==> src/design/tps_pkg.sv <==
// ----------------------------------------------------------------------------
// tps_pkg
// Shared types, codes and constants of the three-level priority thread
// scheduler.
// ----------------------------------------------------------------------------
package tps_pkg;

   // Default number of thread ids the scheduler tracks.
   localparam int unsigned TPS_MAX_THREADS = 16;

   // Request opcodes.
   typedef enum logic [2:0] {
      OP_ADMIT    = 3'd0,
      OP_START    = 3'd1,
      OP_YIELD    = 3'd2,
      OP_BLOCK    = 3'd3,
      OP_UNBLOCK  = 3'd4,
      OP_KILL     = 3'd5,
      OP_SET_PRIO = 3'd6,
      OP_JOIN     = 3'd7
   } op_code_type;

   // Result status codes.
   typedef enum logic [2:0] {
      STS_OK        = 3'd0,
      STS_NO_RUN    = 3'd1,
      STS_NOT_FOUND = 3'd2,
      STS_JOINED    = 3'd3,
      STS_BAD_PRIO  = 3'd4
   } status_type;

   // Per-thread life cycle states.
   typedef enum logic [2:0] {
      THR_UNUSED   = 3'd0,
      THR_READY    = 3'd1,
      THR_RUNNING  = 3'd2,
      THR_BLOCKED  = 3'd3,
      THR_FINISHED = 3'd4
   } thr_state_type;

   // Priority levels; the level number is also the ready queue index.
   localparam logic [1:0] PRIO_HIGH = 2'd0;
   localparam logic [1:0] PRIO_MED  = 2'd1;
   localparam logic [1:0] PRIO_LOW  = 2'd2;
   localparam logic [1:0] PRIO_BAD  = 2'd3;

   // One entry of the thread table.
   typedef struct packed {
      thr_state_type st;
      logic [1:0]    prio;
   } thr_entry_type;

   localparam thr_entry_type THR_ENTRY_RESET = '{st: THR_UNUSED, prio: PRIO_LOW};

   // Write controls toward the thread table.
   typedef struct packed {
      logic          thr_we;
      thr_entry_type thr_wdata;
      logic          join_we;
      logic          join_wvalid;
   } tt_ctrl_type;

   // Push and pop controls toward the ready queues.
   typedef struct packed {
      logic       push;
      logic [1:0] push_lvl;
      logic       pop;
   } rq_ctrl_type;

   // Occupancy summary from the ready queues.
   typedef struct packed {
      logic       any;
      logic [1:0] lvl;
   } rq_stat_type;

   // Sequencer states.
   typedef enum logic [2:0] {
      S_IDLE,
      S_EVAL,
      S_WAKE,
      S_POP,
      S_LOAD,
      S_FINISH
   } seq_state_type;

endpackage

==> src/design/tps_ram.sv <==
// ----------------------------------------------------------------------------
// tps_ram
// Generic single-write, single-read RAM with a registered read port.
// ----------------------------------------------------------------------------
module tps_ram #(
   parameter int WIDTH = 8,
   parameter int DEPTH = 16
) (
   input  logic                     clock,
   input  logic                     wr_en,
   input  logic [$clog2(DEPTH)-1:0] wr_addr,
   input  logic [WIDTH-1:0]         wr_data,
   input  logic [$clog2(DEPTH)-1:0] rd_addr,
   output logic [WIDTH-1:0]         rd_data
);

   logic [WIDTH-1:0] mem_ff [DEPTH];
   logic [WIDTH-1:0] rd_data_ff;

   // Read returns the contents before a write in the same cycle.
   always_ff @(posedge clock) begin
      if (wr_en) begin
         mem_ff[wr_addr] <= wr_data;
      end
      rd_data_ff <= mem_ff[rd_addr];
   end

   assign rd_data = rd_data_ff;

endmodule

==> src/design/tps_ready_queues.sv <==
// ----------------------------------------------------------------------------
// tps_ready_queues
// Three circular FIFO ready queues, one per priority level, kept in one RAM.
// ----------------------------------------------------------------------------
module tps_ready_queues
   import tps_pkg::*;
#(
   parameter int unsigned MAX_THREADS = TPS_MAX_THREADS
) (
   input  logic                           clock,
   input  logic                           reset,
   input  rq_ctrl_type                    ctrl,
   input  logic [$clog2(MAX_THREADS)-1:0] push_tid,
   output rq_stat_type                    stat,
   output logic [$clog2(MAX_THREADS)-1:0] pop_tid,
   output logic [1:0]                     pop_lvl
);

   localparam int TID_W = $clog2(MAX_THREADS);
   localparam int CNT_W = $clog2(MAX_THREADS + 1);
   localparam int RAM_DEPTH = 3 * (2 ** TID_W);

   logic [TID_W-1:0] head_ff [3];
   logic [TID_W-1:0] head_in [3];
   logic [TID_W-1:0] tail_ff [3];
   logic [TID_W-1:0] tail_in [3];
   logic [CNT_W-1:0] count_ff [3];
   logic [CNT_W-1:0] count_in [3];
   logic [1:0]       pop_lvl_ff;
   logic [1:0]       pop_lvl_in;
   logic             push_ok;
   logic             do_push;
   logic             do_pop;

   function automatic logic [TID_W-1:0] wrap_inc(input logic [TID_W-1:0] v);
      return (v == TID_W'(MAX_THREADS - 1)) ? '0 : v + 1'b1;
   endfunction

   always_comb begin
      stat.any = (count_ff[0] != '0) || (count_ff[1] != '0) || (count_ff[2] != '0);
      if (count_ff[0] != '0) begin
         stat.lvl = PRIO_HIGH;
      end else if (count_ff[1] != '0) begin
         stat.lvl = PRIO_MED;
      end else begin
         stat.lvl = PRIO_LOW;
      end
   end

   // A full level drops the push, the thread stays marked ready.
   assign push_ok = count_ff[ctrl.push_lvl] < CNT_W'(MAX_THREADS);

   always_comb begin
      pop_lvl_in = ctrl.pop ? stat.lvl : pop_lvl_ff;
      do_push    = 1'b0;
      do_pop     = 1'b0;
      for (int l = 0; l < 3; l++) begin
         do_push     = ctrl.push && push_ok && (ctrl.push_lvl == 2'(l));
         do_pop      = ctrl.pop && stat.any && (stat.lvl == 2'(l));
         head_in[l]  = do_pop ? wrap_inc(head_ff[l]) : head_ff[l];
         tail_in[l]  = do_push ? wrap_inc(tail_ff[l]) : tail_ff[l];
         count_in[l] = count_ff[l];
         if (do_push && !do_pop) begin
            count_in[l] = count_ff[l] + 1'b1;
         end else if (do_pop && !do_push) begin
            count_in[l] = count_ff[l] - 1'b1;
         end
      end
   end

   always_ff @(posedge clock) begin
      if (reset) begin
         for (int l = 0; l < 3; l++) begin
            head_ff[l]  <= '0;
            tail_ff[l]  <= '0;
            count_ff[l] <= '0;
         end
      end else begin
         head_ff  <= head_in;
         tail_ff  <= tail_in;
         count_ff <= count_in;
      end
   end

   always_ff @(posedge clock) begin
      pop_lvl_ff <= pop_lvl_in;
   end

   tps_ram #(
      .WIDTH (TID_W),
      .DEPTH (RAM_DEPTH)
   ) u_ready_ram (
      .clock   (clock),
      .wr_en   (ctrl.push && push_ok),
      .wr_addr ({ctrl.push_lvl, tail_ff[ctrl.push_lvl]}),
      .wr_data (push_tid),
      .rd_addr ({stat.lvl, head_ff[stat.lvl]}),
      .rd_data (pop_tid)
   );

   assign pop_lvl = pop_lvl_ff;

endmodule

==> src/design/tps_thread_table.sv <==
// ----------------------------------------------------------------------------
// tps_thread_table
// Per-thread state, priority and join waiter, held in RAMs with valid bits
// so that untouched entries read as their reset values.
// ----------------------------------------------------------------------------
module tps_thread_table
   import tps_pkg::*;
#(
   parameter int unsigned MAX_THREADS = TPS_MAX_THREADS
) (
   input  logic                           clock,
   input  logic                           reset,
   input  tt_ctrl_type                    ctrl,
   input  logic [$clog2(MAX_THREADS)-1:0] thr_waddr,
   input  logic [$clog2(MAX_THREADS)-1:0] thr_raddr,
   input  logic [$clog2(MAX_THREADS)-1:0] join_waddr,
   input  logic [$clog2(MAX_THREADS)-1:0] join_raddr,
   input  logic [$clog2(MAX_THREADS)-1:0] join_wtid,
   output thr_entry_type                  thr_rdata,
   output logic                           join_rvalid,
   output logic [$clog2(MAX_THREADS)-1:0] join_rtid
);

   localparam int TID_W = $clog2(MAX_THREADS);
   localparam int THR_W = $bits(thr_entry_type);

   logic [MAX_THREADS-1:0] thr_vld_ff;
   logic [MAX_THREADS-1:0] join_vld_ff;
   logic                   thr_vld_q_ff;
   logic                   join_vld_q_ff;
   logic [THR_W-1:0]       thr_ram_q;
   logic [TID_W:0]         join_ram_q;
   logic [TID_W:0]         join_q;

   always_ff @(posedge clock) begin
      if (reset) begin
         thr_vld_ff    <= '0;
         join_vld_ff   <= '0;
         thr_vld_q_ff  <= 1'b0;
         join_vld_q_ff <= 1'b0;
      end else begin
         if (ctrl.thr_we) begin
            thr_vld_ff[thr_waddr] <= 1'b1;
         end
         if (ctrl.join_we) begin
            join_vld_ff[join_waddr] <= 1'b1;
         end
         thr_vld_q_ff  <= thr_vld_ff[thr_raddr];
         join_vld_q_ff <= join_vld_ff[join_raddr];
      end
   end

   tps_ram #(
      .WIDTH (THR_W),
      .DEPTH (MAX_THREADS)
   ) u_thr_ram (
      .clock   (clock),
      .wr_en   (ctrl.thr_we),
      .wr_addr (thr_waddr),
      .wr_data (ctrl.thr_wdata),
      .rd_addr (thr_raddr),
      .rd_data (thr_ram_q)
   );

   tps_ram #(
      .WIDTH (TID_W + 1),
      .DEPTH (MAX_THREADS)
   ) u_join_ram (
      .clock   (clock),
      .wr_en   (ctrl.join_we),
      .wr_addr (join_waddr),
      .wr_data ({ctrl.join_wvalid, join_wtid}),
      .rd_addr (join_raddr),
      .rd_data (join_ram_q)
   );

   assign thr_rdata   = thr_vld_q_ff ? thr_entry_type'(thr_ram_q) : THR_ENTRY_RESET;
   assign join_q      = join_vld_q_ff ? join_ram_q : '0;
   assign join_rvalid = join_q[TID_W];
   assign join_rtid   = join_q[TID_W-1:0];

endmodule

==> src/design/three_level_priority_thread_scheduler.sv <==
// Sequence: a taken request is evaluated in S_EVAL. One that takes the running thread out
// goes on through S_POP, and S_LOAD when a new thread is picked, with S_WAKE first for a
// join waiter. S_FINISH registers the result. One request at a time: req_ready returns as
// the result is loaded, later while an earlier result is still unclaimed.
// Reset (synchronous, active high) leaves no thread running, all threads unused at low
// priority, empty ready queues and an empty join table, with no clearing pass.
// ----------------------------------------------------------------------------
// three_level_priority_thread_scheduler
// Strict-priority thread scheduler with one running slot, three FIFO ready
// levels, a blocked set and a per-thread join waiter, run by a small sequencer.
// ----------------------------------------------------------------------------
module three_level_priority_thread_scheduler
   import tps_pkg::*;
#(
   parameter int unsigned MAX_THREADS = TPS_MAX_THREADS
) (
   input  logic       clock,
   input  logic       reset,
   input  logic       req_valid,
   output logic       req_ready,
   input  logic [2:0] req_opcode,
   input  logic [3:0] req_target_tid,
   input  logic [1:0] req_priority_req,
   output logic       rsp_valid,
   input  logic       rsp_ready,
   output logic [2:0] rsp_status,
   output logic       rsp_running_valid,
   output logic [3:0] rsp_running_tid,
   output logic [1:0] rsp_running_prio
);

   localparam int TID_W = $clog2(MAX_THREADS);

   // Sequencer and request registers.
   seq_state_type    state_ff, state_in;
   op_code_type      op_ff, op_in;
   logic [3:0]       tid_ff, tid_in;
   logic [1:0]       prio_ff, prio_in;
   status_type       status_ff, status_in;
   logic [TID_W-1:0] waiter_ff, waiter_in;

   // Running slot. The running thread's priority is shadowed here so the
   // result never needs a table read.
   logic             run_valid_ff, run_valid_in;
   logic [TID_W-1:0] run_tid_ff, run_tid_in;
   logic [1:0]       run_prio_ff, run_prio_in;

   // Result register.
   logic             rsp_valid_ff, rsp_valid_in;
   status_type       rsp_status_ff, rsp_status_in;
   logic             rsp_run_valid_ff, rsp_run_valid_in;
   logic [3:0]       rsp_run_tid_ff, rsp_run_tid_in;
   logic [1:0]       rsp_run_prio_ff, rsp_run_prio_in;

   // Thread table and ready queue hookup.
   tt_ctrl_type      tt_ctrl;
   logic [TID_W-1:0] thr_waddr, thr_raddr, join_waddr, join_raddr;
   thr_entry_type    tgt;
   logic             join_rvalid;
   logic [TID_W-1:0] join_rtid;
   rq_ctrl_type      rq_ctrl;
   rq_stat_type      rq_stat;
   logic [TID_W-1:0] push_tid, pop_tid;
   logic [1:0]       pop_lvl;

   logic [TID_W-1:0] tid_idx;
   logic [TID_W-1:0] req_idx;
   logic             tid_ok;
   logic             tgt_free;

   assign tid_idx  = TID_W'(tid_ff);
   assign req_idx  = TID_W'(req_target_tid);
   assign tid_ok   = 32'(tid_ff) < 32'(MAX_THREADS);
   assign tgt_free = (tgt.st == THR_UNUSED) || (tgt.st == THR_FINISHED);

   assign req_ready = (state_ff == S_IDLE);

   always_ff @(posedge clock) begin
      if (reset) begin
         state_ff     <= S_IDLE;
         run_valid_ff <= 1'b0;
         run_tid_ff   <= '0;
         run_prio_ff  <= PRIO_HIGH;
         rsp_valid_ff <= 1'b0;
      end else begin
         state_ff     <= state_in;
         run_valid_ff <= run_valid_in;
         run_tid_ff   <= run_tid_in;
         run_prio_ff  <= run_prio_in;
         rsp_valid_ff <= rsp_valid_in;
      end
   end

   always_ff @(posedge clock) begin
      op_ff           <= op_in;
      tid_ff          <= tid_in;
      prio_ff         <= prio_in;
      status_ff       <= status_in;
      waiter_ff       <= waiter_in;
      rsp_status_ff   <= rsp_status_in;
      rsp_run_valid_ff <= rsp_run_valid_in;
      rsp_run_tid_ff  <= rsp_run_tid_in;
      rsp_run_prio_ff <= rsp_run_prio_in;
   end

   // The sequencer. A request is evaluated in S_EVAL against the table entry
   // of its target (read while it was taken in S_IDLE). Requests that take
   // the running thread out of the slot then go through S_POP, which pops
   // the head of the highest non-empty level, and S_LOAD, which marks the
   // popped thread running. A queued thread always sits in the level equal
   // to its priority, so the level it came from is its priority. A kill
   // whose thread has a join waiter takes a detour through S_WAKE to look at
   // the waiter and requeue it if it is still blocked.
   always_comb begin
      state_in    = state_ff;
      op_in       = op_ff;
      tid_in      = tid_ff;
      prio_in     = prio_ff;
      status_in   = status_ff;
      waiter_in   = waiter_ff;
      run_valid_in = run_valid_ff;
      run_tid_in  = run_tid_ff;
      run_prio_in = run_prio_ff;

      rsp_valid_in     = rsp_valid_ff && !rsp_ready;
      rsp_status_in    = rsp_status_ff;
      rsp_run_valid_in = rsp_run_valid_ff;
      rsp_run_tid_in   = rsp_run_tid_ff;
      rsp_run_prio_in  = rsp_run_prio_ff;

      tt_ctrl    = '0;
      thr_waddr  = run_tid_ff;
      thr_raddr  = req_idx;
      join_raddr = (req_opcode == OP_KILL) ? run_tid_ff : req_idx;
      join_waddr = (op_ff == OP_KILL) ? run_tid_ff : tid_idx;
      rq_ctrl    = '0;
      push_tid   = run_tid_ff;

      unique case (state_ff)
         S_IDLE: begin
            if (req_valid) begin
               op_in     = op_code_type'(req_opcode);
               tid_in    = req_target_tid;
               prio_in   = req_priority_req;
               status_in = STS_OK;
               state_in  = S_EVAL;
            end
         end

         S_EVAL: begin
            // For a kill, this fetches the waiter's table entry for S_WAKE.
            thr_raddr = join_rtid;
            state_in  = S_FINISH;
            unique case (op_ff)
               OP_ADMIT: begin
                  if (prio_ff == PRIO_BAD) begin
                     status_in = STS_BAD_PRIO;
                  end else if (!tid_ok || !tgt_free) begin
                     status_in = STS_NOT_FOUND;
                  end else begin
                     tt_ctrl.thr_we    = 1'b1;
                     tt_ctrl.thr_wdata = '{st: THR_READY, prio: prio_ff};
                     thr_waddr         = tid_idx;
                     tt_ctrl.join_we   = 1'b1;
                     rq_ctrl.push      = 1'b1;
                     rq_ctrl.push_lvl  = prio_ff;
                     push_tid          = tid_idx;
                  end
               end
               OP_START: begin
                  if (run_valid_ff || !tid_ok || !tgt_free) begin
                     status_in = STS_NOT_FOUND;
                  end else begin
                     tt_ctrl.thr_we    = 1'b1;
                     tt_ctrl.thr_wdata = '{st: THR_RUNNING, prio: PRIO_LOW};
                     thr_waddr         = tid_idx;
                     tt_ctrl.join_we   = 1'b1;
                     run_valid_in      = 1'b1;
                     run_tid_in        = tid_idx;
                     run_prio_in       = PRIO_LOW;
                  end
               end
               OP_YIELD: begin
                  if (!run_valid_ff) begin
                     status_in = STS_NO_RUN;
                  end else begin
                     tt_ctrl.thr_we    = 1'b1;
                     tt_ctrl.thr_wdata = '{st: THR_READY, prio: run_prio_ff};
                     rq_ctrl.push      = 1'b1;
                     rq_ctrl.push_lvl  = run_prio_ff;
                     state_in          = S_POP;
                  end
               end
               OP_BLOCK: begin
                  if (!run_valid_ff) begin
                     status_in = STS_NO_RUN;
                  end else begin
                     tt_ctrl.thr_we    = 1'b1;
                     tt_ctrl.thr_wdata = '{st: THR_BLOCKED, prio: run_prio_ff};
                     state_in          = S_POP;
                  end
               end
               OP_UNBLOCK: begin
                  if (!tid_ok || tgt.st != THR_BLOCKED) begin
                     status_in = STS_NOT_FOUND;
                  end else begin
                     tt_ctrl.thr_we    = 1'b1;
                     tt_ctrl.thr_wdata = '{st: THR_READY, prio: tgt.prio};
                     thr_waddr         = tid_idx;
                     rq_ctrl.push      = 1'b1;
                     rq_ctrl.push_lvl  = tgt.prio;
                     push_tid          = tid_idx;
                  end
               end
               OP_KILL: begin
                  if (!run_valid_ff) begin
                     status_in = STS_NO_RUN;
                  end else begin
                     tt_ctrl.thr_we    = 1'b1;
                     tt_ctrl.thr_wdata = '{st: THR_FINISHED, prio: run_prio_ff};
                     if (join_rvalid) begin
                        tt_ctrl.join_we = 1'b1;
                        waiter_in       = join_rtid;
                        state_in        = S_WAKE;
                     end else begin
                        state_in = S_POP;
                     end
                  end
               end
               OP_SET_PRIO: begin
                  if (!run_valid_ff) begin
                     status_in = STS_NO_RUN;
                  end else if (prio_ff == PRIO_BAD) begin
                     status_in = STS_BAD_PRIO;
                  end else begin
                     tt_ctrl.thr_we    = 1'b1;
                     tt_ctrl.thr_wdata = '{st: THR_RUNNING, prio: prio_ff};
                     run_prio_in       = prio_ff;
                  end
               end
               OP_JOIN: begin
                  if (!run_valid_ff) begin
                     status_in = STS_NO_RUN;
                  end else if (!tid_ok || tgt.st != THR_READY) begin
                     status_in = STS_NOT_FOUND;
                  end else if (join_rvalid) begin
                     status_in = STS_JOINED;
                  end else begin
                     tt_ctrl.join_we     = 1'b1;
                     tt_ctrl.join_wvalid = 1'b1;
                     tt_ctrl.thr_we      = 1'b1;
                     tt_ctrl.thr_wdata   = '{st: THR_BLOCKED, prio: run_prio_ff};
                     state_in            = S_POP;
                  end
               end
               default: begin
                  status_in = STS_OK;
               end
            endcase
         end

         S_WAKE: begin
            // The waiter's entry was fetched in S_EVAL; only a still blocked
            // waiter goes back to its ready level.
            if (tgt.st == THR_BLOCKED) begin
               tt_ctrl.thr_we    = 1'b1;
               tt_ctrl.thr_wdata = '{st: THR_READY, prio: tgt.prio};
               thr_waddr         = waiter_ff;
               rq_ctrl.push      = 1'b1;
               rq_ctrl.push_lvl  = tgt.prio;
               push_tid          = waiter_ff;
            end
            state_in = S_POP;
         end

         S_POP: begin
            if (rq_stat.any) begin
               rq_ctrl.pop = 1'b1;
               state_in    = S_LOAD;
            end else begin
               run_valid_in = 1'b0;
               run_tid_in   = '0;
               run_prio_in  = PRIO_HIGH;
               state_in     = S_FINISH;
            end
         end

         S_LOAD: begin
            tt_ctrl.thr_we    = 1'b1;
            tt_ctrl.thr_wdata = '{st: THR_RUNNING, prio: pop_lvl};
            thr_waddr         = pop_tid;
            run_valid_in      = 1'b1;
            run_tid_in        = pop_tid;
            run_prio_in       = pop_lvl;
            state_in          = S_FINISH;
         end

         S_FINISH: begin
            // Wait here only while an earlier result is still unclaimed.
            if (!rsp_valid_ff || rsp_ready) begin
               rsp_valid_in     = 1'b1;
               rsp_status_in    = status_ff;
               rsp_run_valid_in = run_valid_ff;
               rsp_run_tid_in   = run_valid_ff ? 4'(run_tid_ff) : 4'd0;
               rsp_run_prio_in  = run_valid_ff ? run_prio_ff : 2'd0;
               state_in         = S_IDLE;
            end
         end

         default: begin
            state_in = S_IDLE;
         end
      endcase
   end

   tps_thread_table #(
      .MAX_THREADS (MAX_THREADS)
   ) u_thread_table (
      .clock       (clock),
      .reset       (reset),
      .ctrl        (tt_ctrl),
      .thr_waddr   (thr_waddr),
      .thr_raddr   (thr_raddr),
      .join_waddr  (join_waddr),
      .join_raddr  (join_raddr),
      .join_wtid   (run_tid_ff),
      .thr_rdata   (tgt),
      .join_rvalid (join_rvalid),
      .join_rtid   (join_rtid)
   );

   tps_ready_queues #(
      .MAX_THREADS (MAX_THREADS)
   ) u_ready_queues (
      .clock    (clock),
      .reset    (reset),
      .ctrl     (rq_ctrl),
      .push_tid (push_tid),
      .stat     (rq_stat),
      .pop_tid  (pop_tid),
      .pop_lvl  (pop_lvl)
   );

   assign rsp_valid         = rsp_valid_ff;
   assign rsp_status        = rsp_status_ff;
   assign rsp_running_valid = rsp_run_valid_ff;
   assign rsp_running_tid   = rsp_run_tid_ff;
   assign rsp_running_prio  = rsp_run_prio_ff;

endmodule

==> config.mk <==
export PLATFORM = sky130hd
export DESIGN_NAME = three_level_priority_thread_scheduler
export DESIGN_NICKNAME = d
export VERILOG_FILES = /design/src/design/tps_pkg.sv /design/src/design/tps_ram.sv /design/src/design/tps_ready_queues.sv /design/src/design/tps_thread_table.sv /design/src/design/three_level_priority_thread_scheduler.sv
export SDC_FILE = /design/constraint.sdc
export NUM_CORES = 1
export LEC_CHECK = 0
export BUFFER_PORTS_ARGS = -buffer_cell sky130_fd_sc_hd__buf_4
export CORE_AREA = 2 2 180 182
export DETAILED_ROUTE_END_ITERATION = 12
export DIE_AREA = 0 0 182 184
export PLACE_DENSITY = 0.83
export REMOVE_ABC_BUFFERS = 1
export SYNTH_ARGS = -nofsm -noshare
export SYNTH_HDL_FRONTEND = slang
export SYNTH_HIERARCHICAL = 1
export SYNTH_SLANG_ARGS = --single-unit
==> constraint.sdc <==
create_clock -name clock -period 8.15 [get_ports clock]
set_input_delay 1.2225 -clock clock [delete_from_list [all_inputs] [get_ports clock]]
set_output_delay 1.2225 -clock clock [all_outputs]
set_load 0.005 [all_outputs]
* Word-level counts from Yosys, hierarchy flattened
Memories as Yosys holds them, arrays and structs flattened. A register that Yosys moved wholly into a read port is not among the register bits.
Cells that the tools add are included.
** Storage, ports and cells
- Register bits :: 112
- RAM bits :: 352
- Input bits :: 13
- Output and inout bits :: 12
- Logic and storage cells :: 271
- Memories kept :: 3
** Operators by class
- Add/subtract/negate cells :: 12
- Magnitude comparators :: 9
- Equal/unequal tests :: 43
- Mux-type cells :: 118
- Bitwise logic cells :: 4
- Reduce and logical (&&, ||, !) cells :: 54
** Memories
- u_ready_queues.u_ready_ram.mem_ff :: words 48, width 4, read ports 1, clocked after Yosys merged registers in 1, write ports 1, RTL line tps_ram.sv:17 : logic [WIDTH-1:0] mem_ff [DEPTH];
- u_thread_table.u_join_ram.mem_ff :: words 16, width 5, read ports 1, clocked after Yosys merged registers in 1, write ports 1, RTL line tps_ram.sv:17
- u_thread_table.u_thr_ram.mem_ff :: words 16, width 5, read ports 1, clocked after Yosys merged registers in 1, write ports 1, RTL line tps_ram.sv:17
** Operators with widths (number)
- $mux 4 :: 20
- $mux 3 :: 23
- $mux 5 :: 10
- $pmux 6 s8 :: 1
- $mux 6 :: 6
- $pmux 3 s6 :: 2
- $pmux 4 s3 :: 3
- $or 16x16->16 :: 2
- $mux 7 :: 4
- $add 4x1->4 const B :: 6
- $eq 3x3->1 const B :: 8
- $eq 4x4->1 const B :: 6
- $mux 8 :: 3
- $mux 1 :: 21
- $lt 4x5->1 const B :: 4
- $ne 3x3->1 const B :: 6
- $pmux 3 s3 :: 2
- $pmux 6 s3 :: 1
- $logic_and 1x1->1 :: 17
- $bmux 4 s2 :: 2
- $pmux 4 s2 :: 2
- $add 5x1->5 const B :: 3
- $eq 3x2->1 const B :: 5
- $reduce_bool 5->1 :: 3
- other kinds (36) :: 80

* Depth between registers and ports, before layout
- Word-level depth :: 18
- Mapped depth :: 17
- Mapped depth without buffers :: 14

* Cells and area by module
Netlist, hierarchy kept.
** Modules (own cells, without submodules)
- tps_ram (u_ready_queues.u_ready_ram) :: times used 1, cells each 437, area each 7897.6 um^2, seq. area each 5845.6 um^2
- tps_ram (u_thread_table.u_join_ram ...) :: times used 2, cells each 155, area each 3213.1 um^2, seq. area each 2502.4 um^2
- three_level_priority_thread_scheduler :: times used 1, cells each 308, area each 2606.2 um^2, seq. area each 1001.0 um^2
- tps_ready_queues :: times used 1, cells each 289, area each 2504.9 um^2, seq. area each 840.8 um^2
- tps_thread_table :: times used 1, cells each 158, area each 1438.9 um^2, seq. area each 680.7 um^2

* Worst setup path after synthesis
Ideal clock, no wire load.
- Path type :: register to register
- Start :: register state_ff[0]
- End :: register u_ready_queues/count_ff[9] in the netlist's numbering
- Setup time :: 0.121 ns
- Data arrival time :: 3.684 ns
- Data required time :: 8.029 ns
- Path slack :: 4.345 ns
- Cell stages (with the launch flop) :: 15
- Path buffers :: 3
- Period minus slack after synthesis :: 3.805 ns
- Path through :: dfxtp_1 -> or3b_2 -> clkbuf_1 -> nor2_1 -> nand2_1 -> o21ai_0 -> buf_2 -> and4bb_2 -> clkbuf_1 -> ha_1 -> fa_1 -> nand2b_1 -> a21oi_1 -> mux2i_1 -> mux2_2
** RTL lines
- from (decl) :: RTL line three_level_priority_thread_scheduler.sv:35 : seq_state_type state_ff, state_in;
- from (signal assigned) :: RTL line three_level_priority_thread_scheduler.sv:86 : state_ff <= state_in;
- to (signal assigned) :: RTL line tps_ready_queues.sv:81 : count_ff <= count_in;
- to (decl) :: RTL line tps_ready_queues.sv:27 : logic [CNT_W-1:0] count_ff [3];

==> run_results.csv <==
group,metric,value,unit
status,run_status,"complete, no violations",
detailed_routing,antenna_violating_nets_post_route,0,
pwr,combPwrFrac,0.113,
global_route,met3_usage,0.0380,
pwr,swShare,0.247,
floorplanning,initial_utilization,0.665,
timing,finalHoldViolCount,0,
floorplanning,std_cell_rows,65,
clocking,cts_htree_levels,2,
worst_setup_path,crit_path_top_delay_cell,"sky130_fd_sc_hd__nor4bb_1",
pwr,power.ir.vdd_worst,0.000252,V
clocking,cts_buffers,46,
timing,worst_slack,3.48,ns
cells_and_area,drive_above_1_share,0.139,
global_route,top_usage_layer,"met2",
detailed_routing,drc_errors,0,
timing,fmax,214,MHz
job,max_cap_viol_count,0,
pwr,power.static_leakage,7.52,nW
global_route,grt-ovfl-total,0,
floorplanning,top_level_ports,25,
cells_and_area,layout_common_cells,"sky130_fd_sc_hd__edfxtp_1, sky130_fd_sc_hd__nor2_1, sky130_fd_sc_hd__mux2i_1, sky130_fd_sc_hd__dfxtp_1, sky130_fd_sc_hd__nand2_1",
timing,period_minus_slack,4.67,ns
timing,grt_setup_unrepaired,"false",
cells_and_area,num_antenna_cells,0,
global_route,met1_usage,0.365,
worst_setup_path,worstSetupStartpointType,"flip-flop",
global_route,largest_net_degree_at_the_start_of_global_routing,88,
clocking,cts_max_path_buffers,3,
cells_and_area,most_common_library_cell_in_the_layout_ignoring_fill_and_taps,"sky130_fd_sc_hd__edfxtp_1",
timing,tightestPinTransition,1.28,ns
timing,slew_headroom,0.143,
timing,finish_stage_setup_viols,0,
placement,preCtsSetupSlack,3.60,ns
worst_setup_path,setup.worst_path.class,"reg2reg",
logic_synthesis,synthDistinctLibCells,79,
pwr,netSwitchingPower,1.45,mW
global_route,grt_util_met2,0.466,
floorplanning,core-area,0.0314,mm^2
floorplanning,die_width,182,um
pwr,clockPowerShare,0.387,
cells_and_area,layout-area-overhead-vs-synth,9.81,%
logic_synthesis,cell_count_after_synthesis,1502,
placement,place.gp.congestion,0.966,
min_path,hold_path_class,"reg2reg",
timing,slew_viols_final,0,
floorplanning,chipHeight,184,um
timing,hold_ws,0.429,ns
clocking,worst_skew_pair_latency,0.56,ns
worst_setup_path,path_max_fanout,17,
logic_synthesis,synth-async-reset-ratio,0,
pwr,power_frac_seq,0.500,
global_route,groute.usage.overall,0.272,
clocking,clkSlewWorstSetupHoldPaths,0.06,ns
worst_setup_path,critPathArrivalTime,5.11,ns
clocking,sink_count_of_the_clock_tree,478,
logic_synthesis,synth_ff_type,"sky130_fd_sc_hd__edfxtp_1",
global_route,number_of_global_route_vias_before_repair,12800,
clocking,cts_setup_buffers,0,
cells_and_area,fin_nets,1549,
logic_synthesis,post_synth.cell_area_avg,13.9,um^2
logic_synthesis,warning_count_from_the_yosys_run,6,
detailed_routing,detail_route.vias_per_cell,6.66,
detailed_routing,routed_wirelength,45100,um
clocking,postCtsHoldBufs,0,
worst_setup_path,dominant_cell_type_by_count_on_the_critical_path,"sky130_fd_sc_hd__ha_1",
logic_synthesis,yosys_register_bits,478,
logic_synthesis,edff_count_synth,380,
worst_setup_path,critical-path-max-stage-delay,0.90,ns
worst_setup_path,end_kind,"flip-flop",
global_route,first_pass_grt_wire_length,70400,um
pwr,power_per_cell_area,256,mW/mm^2
logic_synthesis,post_synth_instance_area,0.0209,mm^2
timing,period_share,0.573,
detailed_routing,via_count,13000,
clocking,clockRootBuffer,"sky130_fd_sc_hd__clkbuf_16",
floorplanning,floorplan.die_area,0.0335,mm^2
global_route,grt_antenna_before_repair,0,
detailed_routing,post_drt_wl_per_cell,23.1,um
worst_setup_path,critical_path_required,8.59,ns
pwr,intPower,4.41,mW
logic_synthesis,synth_seq_area_share,0.641,
clocking,cts-resized-gates,0,
worst_setup_path,timing.critical_path.cells,"or3b_2 -> nor2_1 -> nand2_1 -> o21ai_1 -> buf_4 -> nor4bb_1 -> ha_1 -> inv_1 -> ha_1 -> a21oi_1 -> a211oi_1 -> a31oi_1 -> mux2_2",
detailed_routing,dr.pass1.iters,6,
placement,detailedPlacementHpwl,28600,um
clocking,cts_tree,"built",
placement,placement.io_buffers,24,
detailed_routing,drt-initial-drc-count,1507,
timing,clock-skew-final,0.0203,ns
per-layer routing:
layer | vias up | wire, um | part of all wire
li1 | 5819 | - | -
met1 | 6439 | 17800 | 0.40
met2 | 629 | 22600 | 0.50
met3 | 111 | 3360 | 0.074
met4 | 0 | 1330 | 0.030
met5 | - | 0 | 0
power by group through the flow:
stage | logic [mW] | registers [mW] | clock network (mW)
final | 0.663 | 2.93 | 2.27
after global routing | 0.720 | 2.94 | 2.38
after CTS | 0.659 | 2.93 | 2.28
after detailed placement | 0.651 | 2.98 | 0
after global placement | 0.636 | 2.97 | 0
after floorplan | 0.436 | 2.93 | 0
cells in the mapped netlist, drive strengths merged (4+ instances only):
| library cell | instances | area, um^2 |
|---|---|---|
| edfxtp | 380 | 11400 |
| nor2 | 187 | 704 |
| dfxtp | 98 | 1960 |
| mux2i | 98 | 981 |
| nand2 | 89 | 334 |
| a21oi | 78 | 402 |
| mux4 | 64 | 1470 |
| clkbuf | 50 | 190 |
| nand3 | 41 | 218 |
| buf | 30 | 241 |
| a22oi | 29 | 218 |
| o21ai | 27 | 135 |
| a31oi | 23 | 159 |
| inv | 23 | 86.3 |
| nor3 | 21 | 110 |
| nor2b | 20 | 125 |
| and2 | 19 | 119 |
| ha | 18 | 225 |
| nand2b | 18 | 113 |
| mux2 | 12 | 135 |
| a211oi | 11 | 92.6 |
| a221oi | 10 | 87.6 |
| nand3b | 10 | 75.1 |
| o22ai | 10 | 62.6 |
| a22o | 9 | 78.8 |
| nand4 | 9 | 56.3 |
| or3b | 8 | 70.1 |
| xor2 | 8 | 70.1 |
| and3 | 7 | 43.8 |
| or3 | 7 | 48.8 |
| a21o | 6 | 45.0 |
| a222oi | 6 | 60.1 |
| a311o | 6 | 60.1 |
| o31ai | 6 | 45.0 |
| o41ai | 6 | 90.1 |
| nor4 | 5 | 46.3 |
| or2 | 5 | 31.3 |
| and3b | 4 | 35.0 |
| o2111ai | 4 | 35.0 |
| or4 | 4 | 37.5 |
per-stage QoR:
step	cell area [um^2]	util	total power, mW	setup TNS (ns)	instances
after floorplan	20400	-	3.37	-13.18	1422
after global placement	21300	0.679	3.61	0	1869
after detailed placement	21300	0.679	3.63	0	1869
after CTS	22900	0.730	5.87	0	1953
after global routing	22900	0.730	6.04	0	1953
final	22900	0.730	5.86	0	1953
worst paths after layout:
check                                           startpoint                                       to  slack [ns]  depth (start not counted)
worst max-delay path              state_ff[0]$_SDFFE_PP0P_  u_ready_queues/count_ff[4]$_SDFFE_PP0P_        3.48                         13
worst min-delay path            status_ff[1]$_SDFFCE_PN0P_                  rsp_status[1]$_DFFE_PP_        0.43                          0
worst max register to register    state_ff[0]$_SDFFE_PP0P_  u_ready_queues/count_ff[4]$_SDFFE_PP0P_        3.48                         13
worst min register to register  status_ff[1]$_SDFFCE_PN0P_                  rsp_status[1]$_DFFE_PP_        0.43                          0
final cells by class:
type                            count  area [um^2]
Timing Repair Buffer               45          338
Fill cell                        1968         8470
Clock inverter                     24          372
Clock buffer                       60         1240
Sequential cell                   478        13400
Multi-Input combinational cell    921         7010
Inverter                           23         86.3
Tap cell                          402          503
flip-flops by register name, summed over array words and instances (netlist names), 3 cells and up:
| signal | flops |
|---|---|
| u_thread_table/u_join_ram/rd_data | 5 |
| u_ready_queues/u_ready_ram/mem_ff | 192 |
| waiter_ff | 4 |
| u_thread_table/thr_vld_ff | 16 |
| status_ff | 3 |
| u_ready_queues/u_ready_ram/rd_data | 4 |
| u_ready_queues/head_ff | 12 |
| u_thread_table/u_thr_ram/rd_data | 5 |
| tid_ff | 4 |
| rsp_status | 3 |
| rsp_running_tid | 4 |
| u_thread_table/join_vld_ff | 16 |
| u_thread_table/u_thr_ram/mem_ff | 80 |
| op_ff | 3 |
| u_thread_table/u_join_ram/mem_ff | 80 |
| u_ready_queues/count_ff | 15 |
| u_ready_queues/tail_ff | 12 |
| run_tid_ff | 4 |
| state_ff | 3 |
worst max-delay path: cells and delay by family (launching register included):
family	cells	cell delay, ns
simple gates	4	1.89
mux	1	0.35
fa+ha+maj	2	0.65
compound gates	4	0.68
buf+inv	2	0.36
flops	1	0.62
cell families (layout without fill, tap and decap cells):
| logic type | count (synthesis) | after routing | share of synthesized area |
|---|---|---|---|
| flip-flops | 478 | 478 | 0.641 |
| AND/OR/NAND/NOR | 466 | 466 | 0.109 |
| AO/OA/AOI/OAI | 250 | 250 | 0.0833 |
| multiplexers | 174 | 174 | 0.124 |
| buffers and inverters | 103 | 152 | 0.0248 |
| adder cells (fa/ha/maj) | 21 | 21 | 0.0137 |
| XOR/XNOR | 10 | 10 | 0.00420 |
No activity file was read; power rests on OpenSTA's default activity.
